`config.mk`:
```
export PLATFORM = sky130hd
export DESIGN_NAME = gps_binary_frame_parser_top
export DESIGN_NICKNAME = d
export VERILOG_FILES = /design/src/design/gbfp_pkg.sv /design/src/design/gps_binary_frame_parser_top.sv
export SDC_FILE = /design/constraint.sdc
export NUM_CORES = 1
export LEC_CHECK = 0
export BUFFER_PORTS_ARGS = -buffer_cell sky130_fd_sc_hd__buf_2
export CAP_MARGIN = 25
export CORE_UTILIZATION = 49
export CTS_CLUSTER_DIAMETER = 100
export CTS_CLUSTER_SIZE = 20
export DETAILED_ROUTE_END_ITERATION = 8
export PLACE_DENSITY_LB_ADDON = 0.2
export SETUP_SLACK_MARGIN = 0.15
export SLEW_MARGIN = 30
export SYNTH_ARGS = -nofsm -noshare
export SYNTH_HDL_FRONTEND = slang
export SYNTH_SLANG_ARGS = --single-unit
```
`constraint.sdc`:
```
create_clock -name clk -period 6.4 [get_ports clk]
set_input_delay 1.28 -clock clk [delete_from_list [all_inputs] [get_ports clk]]
set_output_delay 1.28 -clock clk [all_outputs]
set_load 0.02 [all_outputs]
```
`src/design/gbfp_pkg.sv`:
```
// shared types and constants for the gps binary frame parser
package gbfp_pkg;

  // default upper bound on streamed payload bytes
  localparam int MaxPayloadDef = 256;

  // frame delimiters
  localparam logic [7:0] Sync1   = 8'hA0;
  localparam logic [7:0] Sync2   = 8'hA1;
  localparam logic [7:0] TailCr  = 8'h0D;
  localparam logic [7:0] TailLf  = 8'h0A;

  // per-byte status codes
  typedef enum logic [2:0] {
    ST_MORE       = 3'd0,
    ST_OK         = 3'd1,
    ST_CLIPPED    = 3'd2,
    ST_BADCS      = 3'd3,
    ST_INCOMPLETE = 3'd4
  } status_t;

  // one result item
  typedef struct packed {
    status_t     status;
    logic [7:0]  frame_id;
    logic        payload_valid;
    logic [7:0]  payload_index;
    logic [7:0]  payload_byte;
    logic [15:0] payload_count;
  } result_t;

endpackage

```
`src/design/gps_binary_frame_parser_top.sv`:
```
// gps binary frame parser: byte-wise frame decode with a two-entry result buffer
//
//  channel   dir   ports                                    transfer when
//  -------   ---   -----------------------------------      -------------------
//  in        in    in_valid, in_ready, in_rx_byte           in_valid & in_ready
//  out       out   out_valid, out_ready, out_status,        out_valid & out_ready
//                  out_frame_id, out_payload_valid,
//                  out_payload_index, out_payload_byte,
//                  out_payload_count
//
// one byte per cycle while in_ready is high: the parse state updates at the input
// transfer and the result is registered into the output register, or into the
// skid register when the output entry is held
// a skid register holds one result while out_ready is low, so in_ready drops
// only once both result entries are full
// rst_n is synchronous, active low; it returns the parser to sync hunting
module gps_binary_frame_parser_top #(
  parameter int MAX_PAYLOAD = gbfp_pkg::MaxPayloadDef
) (
  input  logic                  clk,
  input  logic                  rst_n,
  input  logic                  in_valid,
  output logic                  in_ready,
  input  logic [7:0]            in_rx_byte,
  output logic                  out_valid,
  input  logic                  out_ready,
  output gbfp_pkg::status_t     out_status,
  output logic [7:0]            out_frame_id,
  output logic                  out_payload_valid,
  output logic [7:0]            out_payload_index,
  output logic [7:0]            out_payload_byte,
  output logic [15:0]           out_payload_count
);

  // payload limit widened so that 65535 still compares correctly
  localparam logic [16:0] MaxPl = 17'(MAX_PAYLOAD);

  // one-hot parse phases
  typedef enum logic [8:0] {
    PH_HUNT   = 9'b000000001,
    PH_SYNC2  = 9'b000000010,
    PH_LEN_HI = 9'b000000100,
    PH_LEN_LO = 9'b000001000,
    PH_ID     = 9'b000010000,
    PH_PAY    = 9'b000100000,
    PH_CSUM   = 9'b001000000,
    PH_CR     = 9'b010000000,
    PH_LF     = 9'b100000000
  } phase_t;

  phase_t      phase_r, phase_nxt;
  logic [15:0] rem_r, rem_nxt;
  logic [15:0] cnt_r, cnt_nxt;
  logic [7:0]  xor_r, xor_nxt;
  logic [7:0]  id_r, id_nxt;

  gbfp_pkg::result_t res_nxt;
  gbfp_pkg::result_t out_r, skid_r;
  logic              out_valid_r, skid_valid_r;

  logic in_fire, out_fire;

  assign in_ready  = !skid_valid_r;
  assign out_valid = out_valid_r;
  assign in_fire   = in_valid && in_ready;
  assign out_fire  = out_valid_r && out_ready;

  // next parse state and the result for the byte at the input
  always_comb begin
    phase_nxt = phase_r;
    rem_nxt   = rem_r;
    cnt_nxt   = cnt_r;
    xor_nxt   = xor_r;
    id_nxt    = id_r;
    res_nxt.status        = gbfp_pkg::ST_MORE;
    res_nxt.payload_valid = 1'b0;
    res_nxt.payload_index = 8'd0;
    res_nxt.payload_byte  = 8'd0;
    unique case (phase_r)
      PH_HUNT: begin
        if (in_rx_byte == gbfp_pkg::Sync1) phase_nxt = PH_SYNC2;
      end
      PH_SYNC2: begin
        // a wrong second sync byte is not retried as a first one
        phase_nxt = (in_rx_byte == gbfp_pkg::Sync2) ? PH_LEN_HI : PH_HUNT;
      end
      PH_LEN_HI: begin
        rem_nxt   = {in_rx_byte, 8'd0};
        phase_nxt = PH_LEN_LO;
      end
      PH_LEN_LO: begin
        rem_nxt   = {rem_r[15:8], in_rx_byte};
        phase_nxt = PH_ID;
      end
      PH_ID: begin
        id_nxt  = in_rx_byte;
        xor_nxt = in_rx_byte;
        cnt_nxt = 16'd0;
        // length of zero or one means no payload
        if (rem_r > 16'd1) begin
          rem_nxt   = rem_r - 16'd1;
          phase_nxt = PH_PAY;
        end else begin
          rem_nxt   = 16'd0;
          phase_nxt = PH_CSUM;
        end
      end
      PH_PAY: begin
        if ({1'b0, cnt_r} < MaxPl) begin
          res_nxt.payload_valid = 1'b1;
          res_nxt.payload_index = cnt_r[7:0];
          res_nxt.payload_byte  = in_rx_byte;
        end
        // count saturates at all ones
        if (cnt_r != 16'hFFFF) cnt_nxt = cnt_r + 16'd1;
        xor_nxt = xor_r ^ in_rx_byte;
        if (cnt_nxt >= rem_r) phase_nxt = PH_CSUM;
      end
      PH_CSUM: begin
        if (in_rx_byte == xor_r) begin
          phase_nxt = PH_CR;
        end else begin
          phase_nxt      = PH_HUNT;
          res_nxt.status = gbfp_pkg::ST_BADCS;
        end
      end
      PH_CR: begin
        // anything but carriage return is skipped
        if (in_rx_byte == gbfp_pkg::TailCr) phase_nxt = PH_LF;
      end
      PH_LF: begin
        phase_nxt = PH_HUNT;
        if (in_rx_byte == gbfp_pkg::TailLf) begin
          res_nxt.status = ({1'b0, cnt_r} <= MaxPl) ? gbfp_pkg::ST_OK
                                                    : gbfp_pkg::ST_CLIPPED;
        end else begin
          res_nxt.status = gbfp_pkg::ST_INCOMPLETE;
        end
      end
      default: begin
        phase_nxt      = PH_HUNT;
        res_nxt.status = gbfp_pkg::ST_INCOMPLETE;
      end
    endcase
    res_nxt.frame_id      = id_nxt;
    res_nxt.payload_count = cnt_nxt;
  end

  // parse state advances only on an input transfer
  always_ff @(posedge clk) begin
    if (!rst_n) begin
      phase_r <= PH_HUNT;
      rem_r   <= 16'd0;
      cnt_r   <= 16'd0;
      xor_r   <= 8'd0;
      id_r    <= 8'd0;
    end else if (in_fire) begin
      phase_r <= phase_nxt;
      rem_r   <= rem_nxt;
      cnt_r   <= cnt_nxt;
      xor_r   <= xor_nxt;
      id_r    <= id_nxt;
    end
  end

  // output register plus skid entry
  always_ff @(posedge clk) begin
    if (!rst_n) begin
      out_valid_r  <= 1'b0;
      skid_valid_r <= 1'b0;
    end else if (skid_valid_r) begin
      if (out_fire) skid_valid_r <= 1'b0;
    end else if (in_fire) begin
      if (out_valid_r && !out_ready) begin
        skid_valid_r <= 1'b1;
      end else begin
        out_valid_r <= 1'b1;
      end
    end else if (out_fire) begin
      out_valid_r <= 1'b0;
    end
  end

  always_ff @(posedge clk) begin
    if (skid_valid_r) begin
      if (out_fire) out_r <= skid_r;
    end else if (in_fire) begin
      if (out_valid_r && !out_ready) begin
        skid_r <= res_nxt;
      end else begin
        out_r <= res_nxt;
      end
    end
  end

  assign out_status        = out_r.status;
  assign out_frame_id      = out_r.frame_id;
  assign out_payload_valid = out_r.payload_valid;
  assign out_payload_index = out_r.payload_index;
  assign out_payload_byte  = out_r.payload_byte;
  assign out_payload_count = out_r.payload_count;

  // skid entry is only filled behind a held output entry
  a_skid_behind_out: assert property (@(posedge clk) disable iff (!rst_n)
    skid_valid_r |-> out_valid_r)
    else $error("skid entry valid without output entry");

  // a held skid entry moves to the output on the output transfer
  a_skid_drain: assert property (@(posedge clk) disable iff (!rst_n)
    (skid_valid_r && out_ready) |=> (out_valid_r && !skid_valid_r))
    else $error("skid entry not drained");

  // payload bytes only ever come with status more
  a_payload_more: assert property (@(posedge clk) disable iff (!rst_n)
    (out_valid_r && out_r.payload_valid) |-> (out_r.status == gbfp_pkg::ST_MORE))
    else $error("payload byte with final status");

  // non-payload results carry zero index and byte
  a_payload_zero: assert property (@(posedge clk) disable iff (!rst_n)
    (out_valid_r && !out_r.payload_valid)
      |-> (out_r.payload_index == 8'd0 && out_r.payload_byte == 8'd0))
    else $error("stale payload fields");

  // reset empties the result buffer
  a_reset_empty: assert property (@(posedge clk)
    !rst_n |=> (!out_valid_r && !skid_valid_r))
    else $error("result buffer not empty after reset");

endmodule
```
---- After elaboration in Yosys (flattened, before gate mapping) ----
Index checks and enable logic that the tools add are counted.
storage, ports and cells
  input port bits ......................... 12
  output and inout port bits .............. 46
  word-level logic and storage cells ...... 99
  flip-flop bits (word level) ............. 147
operators by class
  add/sub/neg operators ................... 2
  bitwise operators ....................... 3
  mux-type cells .......................... 31
  $lt $le $gt $ge ......................... 4
  equality and inequality tests ........... 21
  reductions and logical operators ........ 18
operators with widths
  cell                   number
  $mux 44                4
  $pmux 9 s8             1
  $mux 16                3
  $pmux 16 s3            1
  $mux 17                2
  $pmux 16 s2            1
  $mux 9                 3
  $add 16x1->16 const B  1
  $eq 8x4->1 const B     2
  $eq 8x8->1 const B     2
  $ge 16x16->1           1
  $gt 16x1->1 const B    1
  $le 16x9->1 const B    1
  $lt 16x9->1 const B    1
  $mux 8                 2
  $ne 16x16->1 const B   1
  $pmux 8 s2             1
  $sub 16x1->16 const B  1
  $reduce_and 3->1       4
  $ne 2x2->1 const B     5
  $eq 9x1->1 const B     1
  $eq 9x2->1 const B     1
  $eq 9x3->1 const B     1
  $eq 9x4->1 const B     1
  other kinds (21)       37

---- Longest topological paths before layout ----
Gate-level depths: netlist of the first run.
  word-level depth ........................ 7
  mapped depth ............................ 15

---- Least setup slack after synthesis of the first run ----
Ideal clock, no wire load.
  path type ............................... input to register
  start point ............................. input in_valid
  end point ............................... register out_r, in the netlist out_frame_id[0] (enable)
  library setup time ...................... 0.460 ns
  data arrival time ....................... 4.129 ns
  setup slack ............................. 1.811 ns
  stages .................................. 5
  required time ........................... 5.940 ns
  cell sequence ........................... nor2b_1 clkbuf_1 clkbuf_1 a21oi_1 a21oi_1
between the ends
  word-level cells in the longest chain between the ends .. 3
RTL lines
  what                         line                                RTL
  from (decl)                  gps_binary_frame_parser_top.sv:22   input logic in_valid,
  $logic_and 1x1->1            gps_binary_frame_parser_top.sv:65   assign in_fire = in_valid && in_ready;
  $reduce_bool 2->1 (no line)  -
  $reduce_and 3->1 (no line)   -
  to (signal assigned)         gps_binary_frame_parser_top.sv:186  if (out_fire) out_r <= skid_r;
  to (signal assigned)         gps_binary_frame_parser_top.sv:191  out_r <= res_nxt;
  to (decl)                    gps_binary_frame_parser_top.sv:58   gbfp_pkg::result_t out_r, skid_r;
Every way passes these cells.
A chain may end at the register's enable or synchronous reset.

---- Worst setup path in the final report of the first run ----
  start point ............................. register cnt_r[3]
  end point ............................... register phase_r[4]
between the ends
  word-level cells in the longest chain between the ends .. 6
  elaborated cells on any way between the ends .. 7
RTL lines
  what                                                  line                                RTL
  from (decl)                                           gps_binary_frame_parser_top.sv:53   logic [15:0] cnt_r, cnt_nxt;
  from (signal assigned)                                gps_binary_frame_parser_top.sv:160  cnt_r <= cnt_nxt;
  $add 16x1->16 / $ne 16x16->1 (equally long branches)  gps_binary_frame_parser_top.sv:115  if (cnt_r != 16'hFFFF) cnt_nxt = cnt_r + 16'd1;
  $mux 16 *                                             gps_binary_frame_parser_top.sv:115
  $mux 16 *                                             gps_binary_frame_parser_top.sv:79   unique case (phase_r)
  $ge 16x16->1 *                                        gps_binary_frame_parser_top.sv:117  if (cnt_nxt >= rem_r) phase_nxt = PH_CSUM;
  $ne 2x2->1 (no line) *                                -
  $reduce_and 4->1 (no line) *                          -
  to (signal assigned)                                  gps_binary_frame_parser_top.sv:158  phase_r <= phase_nxt;
  to (decl)                                             gps_binary_frame_parser_top.sv:51   phase_t phase_r, phase_nxt;
Every way passes the cells marked *; elsewhere a longest branch is shown, timed or not. The select of a mux whose other input is x is not followed.

==> results by group, run 1 <==
Outcome
  – Outcome: complete, no violations

GRT
  – First-pass GRT wire length: 34.1 mm
  – Largest net degree at the start of global routing: 46
  – GRT overflow: 0
  – Initial antenna violation count: 0
  – Tot GR Track Use: 27.3%
  – Vias in the first global route: 6,360

Clock tree
  – H-tree lvl count: 4
  – Clock tree buffer depth: 2
  – Post-CTS Setup Inserts: 0
  – Clock transition at path regs: 60 ps
  – CTS root buf: clkbuf_16
  – TritonCTS buffer count: 17
  – Clk Latency, worst-skew pair: 430 ps
  – Num Clock Sinks: 147
  – CTS hold repair buffers: 0
  – Post-CTS Resized: 0
  – CTS tree: built

Place
  – Post-DP HPWL: 14.4 mm
  – Placement Setup Slack: 2590 ps
  – IO Port Bufs: 57
  – Placed Instance Area: 8240 um^2
  – GPL Wtd Cong: 0.972

Run
  – Max Cap Viol: 0

Yosys
  – Largest family of logic cells by synthesized area: simple AND/OR/NAND/NOR gates
  – Ys flop type: edfxtp_1
  – EDFF count, synth: 88
  – Adder-cell share of the synthesized area: 3.19%
  – YS warnings: 0
  – Post-synth top area share: 33.7%
  – Syn_nets: 836
  – Async SR Flop Fraction: 0%
  – Syn Area/Cell: 9.77 um^2
  – Synth top area cells: edfxtp_1, dfxtp_1, mux2_2
  – Compound-Gate Fraction of Synth Area: 15.0%
  – Post-synthesis sequential area ratio: 48.7%
  – Post-synthesis simple-gate area fraction: 18.7%
  – Post-synthesis xor/xnor area fraction: 2.45%
  – Post-synthesis cell type count: 67
  – Multiplexer share of the synthesized area: 7.74%
  – Synthesized area: 7850 um^2
  – Synth Register Bits: 147
  – Synth area leader: edfxtp_1
  – Post-synthesis cell count: 804

Route
  – Drt pass-1 iters: 6
  – Remaining antenna violation count after routing: 0
  – Vias: 6,455
  – Per-cell routed wire length: 20.3 um
  – DR iter-0 viols: 565
  – DRT Wirelength: 21.4 mm
  – DRC: 0
  – Routed vias/inst: 6.15

Power and ir drop
  – Pleak: 0.00336 uW
  – Power Dens Cells: 273 nW/um^2
  – Worst vdd ir: 0.177 mV

Critical path
  – Critical Path AT: 4240 ps
  – CP most frequent cell: nand4_1
  – Crit-path max FO: 12
  – CP Cell Sequence: nand4_1 > a311oi_1 > nor3b_1 > xor2_1 > ha_1 > nand4_1 > nor4b_1 > or4b_1 > nand2_4 > mux2i_1
  – Crit start category: register
  – Crit end category: register
  – Critical path type: register to register
  – Crit path largest cell delay: 680 ps
  – Critical Path Slowest Stage Cell: or4b_1
  – CP required: 6750 ps

Timing
  – Maximum clock rate: 257 MHz
  – Fin Hold WS: 500 ps
  – RSZ-0062 raised after global routing: no
  – Fin crit period: 3890 ps
  – Slew HR: 40.8%
  – Clk_skew: 8.33 ps
  – Setup Viol. Count Final: 0
  – Worst slew pin tran: 883 ps
  – Setup ws final: 2510 ps
  – Max Transition Viols Final: 0
  – Fin crit share: 60.7%
  – Setup TNS: 0 ps
  – Final hold violations: 0

Worst hold path
  – Hold Crit Class: register to register

Layout
  – Final Util: 57.5%
  – Nets: 858
  – Total inserted antenna cells: 0
  – Layout cells sized above 1: 18.6%
  – Fill cells: 1,382
  – Design area: 8870 um^2
  – Most common cell after layout, fill and taps aside: nand2_1
  – Area delta synth->final: 13.0%
  – Commonest non-fill, non-tap cells in the layout: nand2_1, edfxtp_1, dfxtp_1

Die
  – Area of the core: 15,400 um^2
  – Initial Utilization: 50.9%
  – I/O pins: 58
  – Die W: 129 um
  – Std-Cell Rows: 45
  – Die height: 129 um
  – Full die area: 16,500 um^2
routing by layer:
| layer | routed length, um | vias up | track usage (%) |
|---|---|---|---|
| met5 | 0 | - | 0 |
| met1 | 9420 | 3104 | 36.2 |
| met3 | 1270 | 67 | 4.24 |
| li1 | - | 3029 | - |
| met4 | 913 | 0 | 15.2 |
| met2 | 9760 | 255 | 43.0 |
cells by family after synthesis:
group	Yosys count
xor+xnor	22
mux	55
simple gates	293
flops	147
buf+inv	85
fa+ha+maj	20
compound gates	182
cells in the mapped netlist (4+ instances only):
| master | instances |
|---|---|
| xor2_1 | 5 |
| inv_1 | 21 |
| a32oi_1 | 6 |
| edfxtp_1 | 88 |
| nor2b_1 | 4 |
| or3_1 | 9 |
| a22oi_1 | 13 |
| a311oi_1 | 7 |
| a31oi_1 | 16 |
| o21ai_0 | 52 |
| nand2b_1 | 7 |
| nor2_1 | 58 |
| nand4_1 | 12 |
| nand3_1 | 23 |
| o21a_1 | 4 |
| nand2_1 | 91 |
| o41ai_1 | 4 |
| mux2i_1 | 9 |
| mux2_2 | 46 |
| or4_1 | 4 |
| a21oi_1 | 40 |
| and2_1 | 18 |
| and3_1 | 9 |
| o22ai_1 | 5 |
| nor3_1 | 30 |
| and4_1 | 4 |
| nor4_1 | 9 |
| clkbuf_1 | 55 |
| buf_1 | 4 |
| o31ai_1 | 4 |
| ha_1 | 20 |
| a21o_1 | 4 |
| xnor2_1 | 17 |
| dfxtp_1 | 59 |
flip-flops by register name, indices dropped and copies added (netlist names), 3 cells and up:
signal	count
cnt_r	16
id_r	8
out_frame_id	8
out_payload_byte	8
out_payload_count	16
out_payload_index	8
out_status	3
phase_r	9
rem_r	16
skid_r	44
xor_r	8
cell type report:
| cell class | count | area [um^2] | share of cell area, % |
|---|---|---|---|
| clock buffer | 18 | 429 | 4.84 |
| multi-input combinational | 572 | 3740 | 42.1 |
| timing repair buffer | 65 | 345 | 3.89 |
| sequential | 147 | 3820 | 43.1 |
| tap | 211 | 264 | 2.97 |
| inverter | 23 | 87.6 | 0.987 |
| clock inverter | 14 | 186 | 2.10 |
per-stage QoR:
stage,std cells,total power [uW]
6_report,1050,2420
5_1_grt,1050,2490
4_1_cts,1050,2420
3_5_place_dp,1018,1370
3_3_place_gp,1018,1360
2_1_floorplan,804,1300
worst paths after layout:
kind | startpoint | end | slack [ps] | cells after the start
worst max register to register | cnt_r[3]$_SDFFE_PN0P_ | phase_r[4]$_SDFFE_PN0P_ | 2510 | 10
worst min register to register | id_r[7]$_SDFFE_PN0P_ | id_r[7]$_SDFFE_PN0P_ | 500 | 2
worst max-delay path | cnt_r[3]$_SDFFE_PN0P_ | phase_r[4]$_SDFFE_PN0P_ | 2510 | 10
worst min-delay path | id_r[7]$_SDFFE_PN0P_ | id_r[7]$_SDFFE_PN0P_ | 500 | 2
worst max-delay path, delay by kind of cell, from the launching register on:
kind	cells	cell delay, ps
and+or+nand+nor	6	1980
AOI/OAI and AO/OA	1	600
muxes	1	200
DFF	1	540
adders and majority gates	1	270
xor gates and xnor gates	1	230
where the power goes:
part	internal [uW]	switching (uW)	total [uW]	leakage [uW]
Combinational	101	190	291	0.00171
Clock	651	405	1060	0.000292
Sequential	1050	23.9	1070	0.00135
Power figures use the tool's default switching activity.
==> run 2, diff against run 1 <==
- clock period: 6.4 -> 4 ns (I/O delays scaled with it)
==> run 2 against run 1 <==
  * Maximum frequency rose by 8.0%
  * Combinational power rose by 58%
  * Clock-buffer cell count rose by 1
  * Via count rose by 1.2%
  * Core utilization rose by 1.5 points
  * Worst hold slack got worse by 5.5 ps
  * Clock power rose by 77%
  * Sequential share of layout area fell by 1.1 points
  * Non-clock buffer count rose by 22
  * Setup slack got worse by 2100 ps
  * First-iteration DRC count rose by 5.7%
  * Wire length rose by 0.44%
==> results by group, run 2 (same netlist as run 1, synthesis figures left out) <==
GRT
  – Initial antenna violation count: 0 (unchanged)
  – Largest net degree at the start of global routing: 45 (was 46)
  – First-pass GRT wire length: 34.4 mm (was 34.1 mm)
  – Tot GR Track Use: 27.7% (was 27.3%)
  – GRT overflow: 0 (unchanged)
  – Vias in the first global route: 6,394 (was 6,360)

Route
  – DRC: 0 (unchanged)
  – DRT Wirelength: 21.4 mm (about the same)
  – DR iter-0 viols: 597 (was 565)
  – Remaining antenna violation count after routing: 0 (unchanged)
  – Routed vias/inst: 6.09 (was 6.15)
  – Drt pass-1 iters: 5 (was 6)
  – Vias: 6,532 (was 6,455)
  – Per-cell routed wire length: 20.0 um (was 20.3 um)

Die
  – Die W: 129 um (unchanged)
  – I/O pins: 58 (unchanged)
  – Full die area: 16,500 um^2 (unchanged)
  – Area of the core: 15,400 um^2 (unchanged)
  – Initial Utilization: 50.9% (unchanged)
  – Std-Cell Rows: 45 (unchanged)
  – Die height: 129 um (unchanged)

Clock tree
  – Clock transition at path regs: 60 ps (about the same)
  – CTS tree: built (unchanged)
  – H-tree lvl count: 4 (unchanged)
  – TritonCTS buffer count: 17 (unchanged)
  – Clock tree buffer depth: 2 (unchanged)
  – Post-CTS Setup Inserts: 0 (unchanged)
  – Clk Latency, worst-skew pair: 430 ps (about the same)
  – Num Clock Sinks: 147 (unchanged)
  – CTS root buf: clkbuf_16 (unchanged)

Layout
  – Commonest non-fill, non-tap cells in the layout: nand2_1, edfxtp_1, nor2_1, dfxtp_1, buf_2 (was nand2_1, edfxtp_1, dfxtp_1)
  – Largest reg by FF count: skid_r (unchanged)
  – Max FFs per register: 44 (unchanged)
  – Nets: 880 (was 858)
  – Total inserted antenna cells: 0 (unchanged)
  – Layout cells sized above 1: 21.0% (was 18.6%)
  – Most common cell after layout, fill and taps aside: nand2_1 (unchanged)
  – Area delta synth->final: 16.0% (was 13.0%)

Power and ir drop
  – Total power: 4050 uW (was 2420 uW)
  – Power Dens Cells: 445 nW/um^2 (was 273 nW/um^2)
  – Pleak: 0.00352 uW (was 0.00336 uW)
  – Worst vdd ir: 0.303 mV (was 0.177 mV)

Critical path
  – Critical Path AT: 3950 ps (was 4240 ps)
  – Critical path type: register to register (unchanged)
  – Crit end category: register (unchanged)
  – Crit-path max FO: 9 (was 12)
  – CP required: 4350 ps (was 6750 ps)
  – Crit start category: register (unchanged)

Outcome
  – Outcome: complete, no violations (unchanged)

Place
  – IO Port Bufs: 57 (unchanged)
  – Post-DP HPWL: 14.6 mm (was 14.4 mm)
  – GPL Wtd Cong: 0.957 (was 0.972)

Timing
  – Clk_skew: 9.80 ps (was 8.33 ps)
  – Worst slew pin tran: 870 ps (was 883 ps)
  – Setup TNS: 0 ps (unchanged)
  – Max Transition Viols Final: 0 (unchanged)
  – Final hold violations: 0 (unchanged)
  – Slew HR: 41.8% (was 40.8%)
  – Fin crit share: 90.0% (was 60.7%)
  – Maximum clock rate: 278 MHz (was 257 MHz)
  – Fin crit period: 3600 ps (was 3890 ps)
  – Setup Viol. Count Final: 0 (unchanged)
  – RSZ-0062 raised after global routing: no (unchanged)

Run
  – Max Cap Viol: 0 (unchanged)

Worst hold path
  – Hold Crit Class: register to register (unchanged)
## run 2: changes by cell type in the layout (fill, tap and decap cells not counted), sizes merged
cell,change
buf,+22
clkbuf,+1
bufinv,+3
clkinvlp,-2
clkinv,-2
## run 2: layout make-up
type,count,area [um^2]
Fill cell,1360,6320
Tap cell,211,264
Inverter,23,86.3
Clock buffer,19,443
Timing Repair Buffer,87,510
Clock inverter,13,254
Multi-Input combinational cell,572,3720
Sequential cell,147,3820
## run 2: final timing paths
check	slack, ps	start	to	cells past startpoint
max	400	cnt_r[5]$_SDFFE_PN0P_	phase_r[4]$_SDFFE_PN0P_	12
min	490	id_r[3]$_SDFFE_PN0P_	id_r[3]$_SDFFE_PN0P_	2
max reg2reg	400	cnt_r[5]$_SDFFE_PN0P_	phase_r[4]$_SDFFE_PN0P_	12
min reg2reg	490	id_r[3]$_SDFFE_PN0P_	id_r[3]$_SDFFE_PN0P_	2
## run 2: worst max-delay path: stages, from the launching register on
cell,delay (ps)
dfxtp_1,490
nand4_1,200
buf_4,200
nor4_1,390
buf_4,210
nand3_1,90
xor2_1,200
nand2_1,90
ha_1,330
a2111oi_2,360
or4b_4,570
nand2_4,170
mux2i_1,220
## run 2: through the flow
stage | instances | setup slack, ps | utilization, % | area [um^2] | hold slack [ps]
2_1_floorplan | 804 | 596 | - | 7860 | 475
3_3_place_gp | 1040 | 423 | 54.4 | 8400 | 481
3_5_place_dp | 1040 | 235 | 54.4 | 8400 | 487
4_1_cts | 1072 | 204 | 58.9 | 9090 | 496
5_1_grt | 1072 | 150 | 59.0 | 9110 | 519
6_report | 1072 | 400 | 59.0 | 9110 | 495
## run 2: per-layer routing
layer	wire length, um	up-vias	global-route usage (%)
li1	-	3078	-
met1	9310	3150	36.2
met3	1360	48	5.65
met5	0	-	0
met4	737	0	13.4
met2	10000	256	44.1
## run 2: repair_timing
item,4_1_cts,5_1_grt
resized for setup,0,5
setup endpoints to repair,0,11
hold endpoints to repair,0,0
hold buffers,0,0
## run 2: power by group
group	total, uW	leakage, uW	internal [uW]	switching [uW]
sequential	1720	0.00137	1680	36.9
clock	1880	0.000338	1250	625
combinational	461	0.00182	164	297
total	4050	0.00352	3090	959
==> run 3, diff against run 2 <==
- CORE_UTILIZATION: 49 -> 55
- CTS_CLUSTER_DIAMETER: 100 -> 120
==> run 3 against run 2 <==
  * Power down 5.1%
  * Cell count decreased by 2.5%
  * Setup slack better by 13 ps
  * Largest cell class unchanged
  * Clock skew fell by 1.7 ps
  * Final area fell by 1.0%
  * Wire length shrank 0.84%
  * First-iteration DRC count decreased by 7.2%
  * Sequential power about the same
  * Largest power group is now sequential cells
  * Die area shrank 11%
  * Clock-buffer cell count stayed put
  * Global-route usage rose by 2.6 points
==> results by group, run 3 (same netlist as run 1, synthesis figures left out) <==
Route
  – Per-cell routed wire length: 20.3 um (was 20.0 um)
  – DR iter-0 viols: 554 (was 597)
  – Remaining antenna violation count after routing: 0 (unchanged)
  – DRC: 0 (unchanged)
  – DRT Wirelength: 21.3 mm (was 21.4 mm)
  – Vias: 6,658 (was 6,532)
  – Drt pass-1 iters: 5 (unchanged)
  – Routed vias/inst: 6.37 (was 6.09)

GRT
  – GRT overflow: 0 (unchanged)
  – Tot GR Track Use: 30.3% (was 27.7%)
  – Largest net degree at the start of global routing: 45 (unchanged)
  – Vias in the first global route: 6,471 (was 6,394)
  – Initial antenna violation count: 0 (unchanged)
  – First-pass GRT wire length: 33.8 mm (was 34.4 mm)

Die
  – Area of the core: 13,900 um^2 (was 15,400 um^2)
  – Full die area: 14,800 um^2 (was 16,500 um^2)
  – Die W: 121 um (was 129 um)
  – Initial Utilization: 56.6% (was 50.9%)
  – Die height: 121 um (was 129 um)
  – Std-Cell Rows: 43 (was 45)
  – I/O pins: 58 (unchanged)

Layout
  – Layout cells sized above 1: 20.8% (was 21.0%)
  – Most common cell after layout, fill and taps aside: nand2_1 (unchanged)
  – Nets: 884 (was 880)
  – Final Util: 64.9% (was 59.0%)
  – Fill cells: 1,121 (was 1,360)
  – Area delta synth->final: 14.8% (was 16.0%)
  – Commonest non-fill, non-tap cells in the layout: nand2_1, edfxtp_1, dfxtp_1 (was nand2_1, edfxtp_1, nor2_1, dfxtp_1, buf_2)
  – Max FFs per register: 44 (unchanged)
  – Post-Layout Cell Count: 1,045 (was 1,072)
  – Total inserted antenna cells: 0 (unchanged)
  – Design area: 9010 um^2 (was 9110 um^2)
  – Largest reg by FF count: skid_r (unchanged)

Worst hold path
  – Hold Crit Class: register to register (unchanged)

Timing
  – Setup TNS: 0 ps (unchanged)
  – Fin crit share: 89.7% (was 90.0%)
  – Maximum clock rate: 279 MHz (was 278 MHz)
  – Final hold violations: 0 (unchanged)
  – RSZ-0062 raised after global routing: no (unchanged)
  – Max Transition Viols Final: 0 (unchanged)
  – Setup Viol. Count Final: 0 (unchanged)
  – Worst slew pin tran: 918 ps (was 870 ps)
  – Slew HR: 38.2% (was 41.8%)
  – Fin crit period: 3590 ps (was 3600 ps)
  – Clk_skew: 8.15 ps (was 9.80 ps)

Run
  – Max Cap Viol: 0 (unchanged)

Clock tree
  – Num Clock Sinks: 147 (unchanged)
  – Clk Latency, worst-skew pair: 420 ps (was 430 ps)
  – Clock tree buffer depth: 2 (unchanged)
  – Clock transition at path regs: 60 ps (about the same)
  – TritonCTS buffer count: 17 (unchanged)
  – CTS tree: built (unchanged)
  – CTS hold repair buffers: 0 (unchanged)
  – CTS root buf: clkbuf_16 (unchanged)
  – H-tree lvl count: 4 (unchanged)

Power and ir drop
  – Worst vdd ir: 0.282 mV (was 0.303 mV)
  – Pleak: 0.00349 uW (was 0.00352 uW)
  – Power Dens Cells: 427 nW/um^2 (was 445 nW/um^2)

Critical path
  – Crit start category: register (unchanged)
  – Critical path type: register to register (unchanged)
  – CP required: 4340 ps (was 4350 ps)
  – Crit end category: register (unchanged)
  – Critical Path AT: 3930 ps (was 3950 ps)
  – Crit-path max FO: 8 (was 9)

Place
  – IO Port Bufs: 57 (unchanged)
  – Placed Instance Area: 8380 um^2 (was 8400 um^2)
  – Post-DP HPWL: 14.7 mm (was 14.6 mm)
  – GPL Wtd Cong: 0.951 (was 0.957)
  – Placed Instances: 1,012 (was 1,040)

Outcome
  – Outcome: complete, no violations (unchanged)
run 3: final cells by class:
| type | instances | area, um^2 | share of cell area [%] |
|---|---|---|---|
| multi-input cells | 572 | 3720 | 41.3 |
| clock inverters | 13 | 184 | 2.04 |
| repair buffers | 91 | 541 | 6.00 |
| well taps | 180 | 225 | 2.50 |
| clock buffers | 19 | 433 | 4.80 |
| flip-flops and latches | 147 | 3820 | 42.4 |
| inverters | 23 | 86.3 | 0.958 |
run 3: final timing paths:
path / startpoint / to / slack [ps] / depth (start not counted)
min reg2reg: id_r[3]$_SDFFE_PN0P_ / id_r[3]$_SDFFE_PN0P_ / 500 / 2
max: cnt_r[1]$_SDFFE_PN0P_ / phase_r[4]$_SDFFE_PN0P_ / 410 / 12
max reg2reg: cnt_r[1]$_SDFFE_PN0P_ / phase_r[4]$_SDFFE_PN0P_ / 410 / 12
min: id_r[3]$_SDFFE_PN0P_ / id_r[3]$_SDFFE_PN0P_ / 500 / 2
run 3: routing by layer:
| metal | up-vias | part of all wire [%] | wire, um | track usage, % |
|---|---|---|---|---|
| met5 | - | 0 | 0 | 0 |
| met2 | 268 | 46 | 9700 | 46.8 |
| met3 | 74 | 6.3 | 1330 | 5.97 |
| li1 | 3079 | - | - | - |
| met1 | 3237 | 43 | 9070 | 38.9 |
| met4 | 0 | 5.5 | 1160 | 18.6 |
run 3: critical path, cell delays in order (launching register included):
cell and delay, ps:
dfxtp_1 400, ha_1 250, nand2_1 150, or3_1 450, o21ai_0 430, mux2_2 280, ha_1 220, nor3_1 130
nor3_1 60, nor4b_1 140, or4b_4 590, nand2_4 170, mux2i_1 230
run 3: report_power, final:
group	total, uW	switching, uW	internal (uW)
sequential	1720	38.8	1680
combinational	458	292	166
clock	1670	629	1040
run 3: through the flow:
stage	power (uW)	hold WS, ps	worst slack [ps]
after floorplan	2070	475	596
after global placement	2180	482	434
after detailed placement	2200	488	284
after CTS	3860	498	239
after global routing	3960	528	173
final	3850	496	413
run 3: what timing repair did:
| item | CTS | global route |
|---|---|---|
| setup buffers | 0 | 1 |
| endpoints found under the setup margin | 0 | 11 |
| resized for setup | 0 | 2 |
